File: src/design/pclp_pkg.sv
`timescale 1ns / 1ps
// Package for the pixel command line parser.
// Holds the payload structs, result codes, widths and character helpers.
// No dependencies.
package pclp_pkg;

	localparam int COORD_BITS = 12;
	localparam int REG_BITS = 13;
	localparam int ACC_BITS = COORD_BITS + 1;
	localparam int CMP_BITS = (ACC_BITS > REG_BITS) ? ACC_BITS : REG_BITS;
	localparam logic [REG_BITS-1:0] WIDTH_RESET = REG_BITS'(64);
	localparam logic [REG_BITS-1:0] HEIGHT_RESET = REG_BITS'(32);
	localparam logic [ACC_BITS-1:0] COORD_LIMIT = ACC_BITS'(1) << COORD_BITS;

	localparam logic [7:0] CH_LF = 8'h0A;
	localparam logic [7:0] CH_SPACE = 8'h20;
	localparam logic [7:0] CH_S = 8'h53;
	localparam logic [7:0] CH_I = 8'h49;
	localparam logic [7:0] CH_Z = 8'h5A;
	localparam logic [7:0] CH_E = 8'h45;
	localparam logic [7:0] CH_P = 8'h50;
	localparam logic [7:0] CH_X = 8'h58;

	typedef enum logic [1:0] {
		KIND_PIXEL = 2'd0,
		KIND_SIZE  = 2'd1,
		KIND_ERROR = 2'd2
	} kind_t;

	typedef enum logic {
		REG_WIDTH  = 1'b0,
		REG_HEIGHT = 1'b1
	} reg_index_t;

	typedef struct packed {
		logic [7:0] rx_byte;
		logic       new_connection;
	} cmd_t;

	typedef struct packed {
		logic [1:0]            result_kind;
		logic [COORD_BITS-1:0] pixel_x;
		logic [COORD_BITS-1:0] pixel_y;
		logic [7:0]            red;
		logic [7:0]            green;
		logic [7:0]            blue;
		logic [REG_BITS-1:0]   reply_width;
		logic [REG_BITS-1:0]   reply_height;
	} res_t;

	function automatic logic is_dec(input logic [7:0] c);
		return (c >= 8'h30) && (c <= 8'h39);
	endfunction

	// Returns the nibble in the low bits and a valid flag in bit 4.
	function automatic logic [4:0] hex_nibble(input logic [7:0] c);
		logic [4:0] r;
		r = 5'd0;
		if ((c >= 8'h30) && (c <= 8'h39)) begin
			r = {1'b1, c[3:0]};
		end else if (((c >= 8'h61) && (c <= 8'h66)) || ((c >= 8'h41) && (c <= 8'h46))) begin
			r = {1'b1, c[3:0] + 4'd9};
		end
		return r;
	endfunction

	function automatic logic [ACC_BITS-1:0] add_digit(input logic [ACC_BITS-1:0] acc,
			input logic [3:0] d);
		logic [ACC_BITS+3:0] a;
		logic [ACC_BITS+3:0] v;
		a = {4'b0000, acc};
		v = (a << 3) + (a << 1) + {{ACC_BITS{1'b0}}, d};
		if (v > {4'b0000, COORD_LIMIT}) begin
			v = {4'b0000, COORD_LIMIT};
		end
		return v[ACC_BITS-1:0];
	endfunction

endpackage

File: src/design/pixel_command_line_parser.sv
`timescale 1ns / 1ps
// Top level of the pixel command line parser: input register, line parser
// and result register. Depends on pclp_pkg.

// Takes one command byte per cycle while cmd_stall is low, and emits at most
// one result per line, at the line feed: a pixel write for "PX x y rrggbb", a
// size reply for "SIZE", or an error that closes the connection until a byte
// arrives with new_connection set. A byte passes through the input register
// and the result register, and a stalled result holds both; the parser state
// is updated from the input register, which allows one byte per cycle while
// res_stall is low. Configuration writes take effect at once, so they belong
// in a quiet period with no byte or result in flight.
module pixel_command_line_parser
	import pclp_pkg::*;
(
	input  logic                clk,
	input  logic                arst_n,
	input  logic                cmd_valid,
	output logic                cmd_stall,
	input  cmd_t                cmd,
	output logic                res_valid,
	input  logic                res_stall,
	output res_t                res,
	input  logic                cfg_we,
	input  logic                cfg_index,
	input  logic [REG_BITS-1:0] cfg_data
);

	typedef enum logic [3:0] {
		PH_START, PH_S1, PH_S2, PH_S3, PH_SIZE, PH_P1, PH_P2, PH_XSP,
		PH_X, PH_YST, PH_Y, PH_HEX, PH_TAIL, PH_BAD, PH_CLOSED
	} phase_t;

	logic [REG_BITS-1:0] width_q;
	logic [REG_BITS-1:0] height_q;
	logic                valid_s1;
	cmd_t                cmd_s1;
	phase_t              phase_q, phase_d, phase_c;
	logic [ACC_BITS-1:0] ax_q, ax_d, ax_c;
	logic [ACC_BITS-1:0] ay_q, ay_d, ay_c;
	logic [23:0]         rgb_q, rgb_d, rgb_c;
	logic [2:0]          hc_q, hc_d, hc_c;
	logic                emit_d;
	res_t                res_d;
	logic                fire_s1;
	logic [7:0]          c;
	logic [4:0]          hx;
	logic                x_ok, y_ok;

	assign fire_s1 = valid_s1 && (!res_valid || !res_stall);
	assign cmd_stall = valid_s1 && !fire_s1;

	always_ff @(posedge clk or negedge arst_n) begin
		if (!arst_n) begin
			width_q <= WIDTH_RESET;
			height_q <= HEIGHT_RESET;
		end else if (cfg_we) begin
			case (cfg_index)
				REG_WIDTH:  width_q <= cfg_data;
				REG_HEIGHT: height_q <= cfg_data;
				default:    width_q <= width_q;
			endcase
		end
	end

	always_ff @(posedge clk or negedge arst_n) begin
		if (!arst_n) begin
			valid_s1 <= 1'b0;
		end else if (cmd_valid && !cmd_stall) begin
			valid_s1 <= 1'b1;
		end else if (fire_s1) begin
			valid_s1 <= 1'b0;
		end
	end

	always_ff @(posedge clk) begin
		if (cmd_valid && !cmd_stall) begin
			cmd_s1 <= cmd;
		end
	end

	assign c = cmd_s1.rx_byte;
	assign hx = hex_nibble(c);
	assign x_ok = !ax_c[COORD_BITS] && (CMP_BITS'(ax_c) < CMP_BITS'(width_q));
	assign y_ok = !ay_c[COORD_BITS] && (CMP_BITS'(ay_c) < CMP_BITS'(height_q));

	always_comb begin
		if (cmd_s1.new_connection) begin
			phase_c = PH_START;
			ax_c = '0;
			ay_c = '0;
			rgb_c = '0;
			hc_c = '0;
		end else begin
			phase_c = phase_q;
			ax_c = ax_q;
			ay_c = ay_q;
			rgb_c = rgb_q;
			hc_c = hc_q;
		end
		phase_d = phase_c;
		ax_d = ax_c;
		ay_d = ay_c;
		rgb_d = rgb_c;
		hc_d = hc_c;
		emit_d = 1'b0;
		res_d = '0;
		if (phase_c == PH_CLOSED) begin
			phase_d = PH_CLOSED;
		end else if (c == CH_LF) begin
			emit_d = 1'b1;
			phase_d = PH_START;
			ax_d = '0;
			ay_d = '0;
			rgb_d = '0;
			hc_d = '0;
			if (phase_c == PH_SIZE) begin
				res_d.result_kind = KIND_SIZE;
				res_d.reply_width = width_q;
				res_d.reply_height = height_q;
			end else if (phase_c == PH_TAIL && x_ok && y_ok) begin
				res_d.result_kind = KIND_PIXEL;
				res_d.pixel_x = ax_c[COORD_BITS-1:0];
				res_d.pixel_y = ay_c[COORD_BITS-1:0];
				res_d.red = rgb_c[23:16];
				res_d.green = rgb_c[15:8];
				res_d.blue = rgb_c[7:0];
			end else begin
				res_d.result_kind = KIND_ERROR;
				phase_d = PH_CLOSED;
			end
		end else begin
			case (phase_c)
				PH_START: phase_d = (c == CH_S) ? PH_S1 : (c == CH_P) ? PH_P1 : PH_BAD;
				PH_S1:    phase_d = (c == CH_I) ? PH_S2 : PH_BAD;
				PH_S2:    phase_d = (c == CH_Z) ? PH_S3 : PH_BAD;
				PH_S3:    phase_d = (c == CH_E) ? PH_SIZE : PH_BAD;
				PH_P1:    phase_d = (c == CH_X) ? PH_P2 : PH_BAD;
				PH_P2:    phase_d = (c == CH_SPACE) ? PH_XSP : PH_BAD;
				PH_XSP: begin
					if (is_dec(c)) begin
						ax_d = add_digit('0, c[3:0]);
						phase_d = PH_X;
					end else if (c != CH_SPACE) begin
						phase_d = PH_BAD;
					end
				end
				PH_X: begin
					if (is_dec(c)) begin
						ax_d = add_digit(ax_c, c[3:0]);
					end else begin
						phase_d = (c == CH_SPACE) ? PH_YST : PH_BAD;
					end
				end
				PH_YST: begin
					if (is_dec(c)) begin
						ay_d = add_digit('0, c[3:0]);
						phase_d = PH_Y;
					end else begin
						phase_d = PH_BAD;
					end
				end
				PH_Y: begin
					if (is_dec(c)) begin
						ay_d = add_digit(ay_c, c[3:0]);
					end else if (c == CH_SPACE) begin
						phase_d = PH_HEX;
						hc_d = '0;
						rgb_d = '0;
					end else begin
						phase_d = PH_BAD;
					end
				end
				PH_HEX: begin
					if (!hx[4]) begin
						phase_d = PH_BAD;
					end else begin
						rgb_d = {rgb_c[19:0], hx[3:0]};
						hc_d = hc_c + 3'd1;
						if (hc_c == 3'd5) begin
							phase_d = PH_TAIL;
						end
					end
				end
				PH_SIZE, PH_TAIL, PH_BAD: phase_d = phase_c;
				default:  phase_d = PH_BAD;
			endcase
		end
	end

	always_ff @(posedge clk or negedge arst_n) begin
		if (!arst_n) begin
			phase_q <= PH_START;
			ax_q <= '0;
			ay_q <= '0;
			rgb_q <= '0;
			hc_q <= '0;
		end else if (fire_s1) begin
			phase_q <= phase_d;
			ax_q <= ax_d;
			ay_q <= ay_d;
			rgb_q <= rgb_d;
			hc_q <= hc_d;
		end
	end

	always_ff @(posedge clk or negedge arst_n) begin
		if (!arst_n) begin
			res_valid <= 1'b0;
		end else if (fire_s1) begin
			res_valid <= emit_d;
		end else if (!res_stall) begin
			res_valid <= 1'b0;
		end
	end

	always_ff @(posedge clk) begin
		if (fire_s1 && emit_d) begin
			res <= res_d;
		end
	end

	a_no_stall_when_empty: assert property (@(posedge clk) disable iff (!arst_n)
		!valid_s1 |-> !cmd_stall)
		else $error("Input stalled while the input register is empty.");

	a_error_closes: assert property (@(posedge clk) disable iff (!arst_n)
		(fire_s1 && emit_d && res_d.result_kind == KIND_ERROR) |=> phase_q == PH_CLOSED)
		else $error("Error result did not close the connection.");

	a_pixel_in_range: assert property (@(posedge clk) disable iff (!arst_n)
		(res_valid && res.result_kind == KIND_PIXEL) |->
		(CMP_BITS'(res.pixel_x) < CMP_BITS'(width_q)))
		else $error("Pixel write column outside the panel.");

	a_kind_legal: assert property (@(posedge clk) disable iff (!arst_n)
		res_valid |-> ((res.result_kind == KIND_PIXEL) || (res.result_kind == KIND_SIZE)
		|| (res.result_kind == KIND_ERROR)))
		else $error("Result carries an unused kind code.");

endmodule
File: config.mk
export PLATFORM = sky130hd
export DESIGN_NAME = pixel_command_line_parser
export DESIGN_NICKNAME = d
export VERILOG_FILES = /design/src/design/pclp_pkg.sv /design/src/design/pixel_command_line_parser.sv
export SDC_FILE = /design/constraint.sdc
export NUM_CORES = 1
export LEC_CHECK = 0
export BUFFER_PORTS_ARGS = -buffer_cell sky130_fd_sc_hd__clkbuf_2
export CAP_MARGIN = 10
export CORE_MARGIN = 2
export CORE_UTILIZATION = 40
export DETAILED_ROUTE_END_ITERATION = 10
export HOLD_SLACK_MARGIN = 0.03
export SLEW_MARGIN = 20
export SYNTH_ARGS = -nofsm -noshare
export SYNTH_HDL_FRONTEND = slang
export SYNTH_SLANG_ARGS = --single-unit
File: constraint.sdc
create_clock -name clk -period 5.4 [get_ports clk]
set_input_delay 1.08 -clock clk [delete_from_list [all_inputs] [get_ports clk]]
set_output_delay 1.08 -clock clk [all_outputs]
set_load 0.02 [all_outputs]
==> flow_summary.yaml <==
worst_hold_path:
  hold_path_class: "reg2reg"
  worstHoldStart: "ax_q[0]"
cts:
  cts_tree: "yes"
  clkTransAtPathRegs_ns: 0.08
  htree_levels: 4
  cts.repair.resized: 0
  cts-buffers-inserted: 17
  ctsHoldBuffers: 0
  cts_max_path_buffers: 2
  clock_sinks: 170
  clk-insertion-delay-late_ns: 0.44
  postCtsSetupRepairBufs: 0
  cts_root_buf: "clkbuf_16"
worst_setup_path:
  r2r-start: "cmd_s1[0]"
  critPathMostFrequentCell: "xnor2_1"
  path_cells: "buf_4 > nand2b_1 > xnor2_1 > ha_1 > inv_1 > fa_1 > nor2b_1 > o2111ai_1 > a31oi_1 > xnor2_1 > nand4_1 > o41ai_4 > a311oi_1 > a211oi_1"
  critPathMaxStageDelay_ns: 0.86
  worstSetupEndpointType: "flop"
  cp_max_fo: 23
  arrival_ns: 4.75
  worst_ep_required_time_ns: 5.73
  critPathTopFamily: "compound AO/OA/AOI/OAI gates"
  crit_type: "reg2reg"
  cp_num_buf_inv: 2
  startpoint_type: "flop"
  crit_start: "cmd_s1[0]"
  critical-path-slowest-cell: "edfxtp_1"
timing:
  tns_ns: 0
  setup_viol: 0
  skew_ns: 0.0150
  final-hold-violation-count: 0
  period_needed_ns: 4.42
  slew_headroom: 0.351
  fin_crit_sh: 0.818
  worst_slew_pin_slew_ns: 0.970
  report.final.slew_viol_count: 0
  rsz0062_at_grt: "no"
  fmax_mhz: 226
synthesis:
  synth_top_family_by_area: "simple AND/OR/NAND/NOR gates"
  ys_seq_elements: 170
  synth_compound_area_frac: 0.169
  synth_adder_area_share: 0.105
  synth_top_cell_area_share: 0.255
  synth_top_cell_by_area: "edfxtp_1"
  syn_nets: 1093
  synth_xor_area_frac: 0.0166
  synthFlopType: "edfxtp_1"
  synth_edf_count: 85
  synth_seq_area_share: 0.468
  synth_area_mm2: 0.0100
  synth_cells: 982
  synth_mux_area_frac: 0.0193
  synth_simple_gate_area_frac: 0.185
  ys_types: 74
  syn_area_per_cell_um2: 10.2
  async_flop_share: 0.500
  yosysWarningCount: 0
  synth_area_leaders: "edfxtp_1 (26%), dfrtp_1 (21%), ha_1 (10%)"
global_route:
  grt_antenna_before_repair: 0
  grt_pass1_vias: 7800
  grt_remaining_overflow: 0
  grt_use_total: 0.204
  grt_pass1_wl_mm: 42.0
  grt_max_degree: 59
place:
  gp_congestion: 0.887
  numPortBuffers: 105
  hpwl_mm: 19.0
power_and_ir_drop:
  p_per_area_mw_per_mm2: 285
  peakVddDrop_v: 0.000179
  p_leak_nw: 4.93
  totalPowerFinal_w: 0.00328
cells_and_area:
  drive_gt1_frac: 0.169
  fill_cells: 2310
  final_common_cell: "clkbuf_2"
  final_nets: 1184
  area_growth_pct: 14.9
  mostFrequentLayoutCells: "clkbuf_2 (104), nand2_1 (86), edfxtp_1 (85)"
  antenna_cells: 0
route:
  wl_mm: 26.4
  ant_nets: 0
  drtIter0Drc: 522
  viasPerCell: 5.59
  wl_per_cell_um: 18.7
  drc: 0
  num_vias: 7880
  dr.pass1.iters: 7
status:
  status: "completed"
floorplan:
  core_mm2: 0.0245
  die_w_um: 162
  die_area_mm2: 0.0263
  die_y_um: 162
  row_count: 57
  io_pins: 106
  initial_core_util: 0.409
flow_run:
  max_cap_viol_count: 0
-- tightest hold or removal path, delay by kind of cell, from the launching register on --
| family | cells | cell delay (ns) |
|---|---|---|
| flip-flops | 1 | 0.35 |
| AND/OR/NAND/NOR | 1 | 0.05 |
| AO/OA/AOI/OAI | 1 | 0.05 |
-- layout make-up --
cell class / count / area [um2] / share of cell area
Inverter: 49 / 185 / 0.0161
Sequential cell: 170 / 4680 / 0.407
Clock buffer: 17 / 425 / 0.0370
Tap cell: 324 / 405 / 0.0353
Clock inverter: 15 / 198 / 0.0172
Timing Repair Buffer: 119 / 633 / 0.0551
Multi-Input combinational cell: 716 / 4970 / 0.432
-- stage by stage --
step | instances | utilization | hold slack, ns | setup WS, ns | instance area (um2)
floorplan | 982 | - | 0.448 | 1.32 | 10000
global placement | 1378 | 0.444 | 0.463 | 1.17 | 10900
detailed placement | 1378 | 0.444 | 0.468 | 0.965 | 10900
CTS | 1410 | 0.470 | 0.484 | 0.979 | 11500
global route | 1410 | 0.470 | 0.507 | 0.596 | 11500
finish | 1410 | 0.470 | 0.486 | 0.984 | 11500
-- cell usage after synthesis (8+ instances only) --
master     number
a21o_1         13
a21oi_1        57
a22o_1         23
a31oi_1        16
and2_1         53
buf_2           9
clkbuf_1       34
dfrtp_1        83
edfxtp_1       85
ha_1           81
inv_1          49
mux2_2         15
nand2_1        86
nand2b_1       10
nand3_1        22
nand4_1        13
nor2_1         46
nor2b_1        34
nor3_1         43
nor4_1          9
o2111ai_1       9
o211ai_1        8
o21ai_0        40
o21ai_1        15
o31ai_1         8
xnor2_1        13
-- power breakdown --
part	internal [W]	total, W	switching (W)
sequential	0.00141	0.00149	0.0000776
clock	0.000673	0.00128	0.000606
combinational	0.000191	0.000510	0.000319
total	0.00228	0.00328	0.00100
-- worst paths after layout --
path | end | slack (ns) | cells after the start
worst max-delay path | ax_q[1] | 0.98 | 14
worst min-delay path | ax_q[0] | 0.49 | 2
worst max register to register | ax_q[1] | 0.98 | 14
worst min register to register | ax_q[0] | 0.49 | 2
max in group asynchronous | ay_q[2] | 3.75 | 2
min in group asynchronous | ax_q[6] | 0.73 | 1
-- registers in the layout, indices dropped and copies added, names as in the netlist --
register and cells:
height_q 13, phase_q 4, cmd_s1 1, c 8, ay_q 13, hc_q 3
width_q 13, res_valid 1, valid_s1 1, ax_q 13, rgb_q 24, res 76
-- cell families (layout without fill, tap and decap cells) --
family,Yosys count,in the layout
DFF,170,170
and+or+nand+nor,350,350
muxes,17,17
AOI/OAI and AO/OA,247,247
buffers and inverters,96,200
xor gates and xnor gates,19,19
adders and majority gates,83,83
-- layer usage --
metal | global-route usage | wire (um)
met5 | 0 | 0
met4 | 0.0636 | 586
met3 | 0.0380 | 1300
met2 | 0.332 | 12400
met1 | 0.277 | 12100
Note: power is estimated with default switching activity, not from simulation.
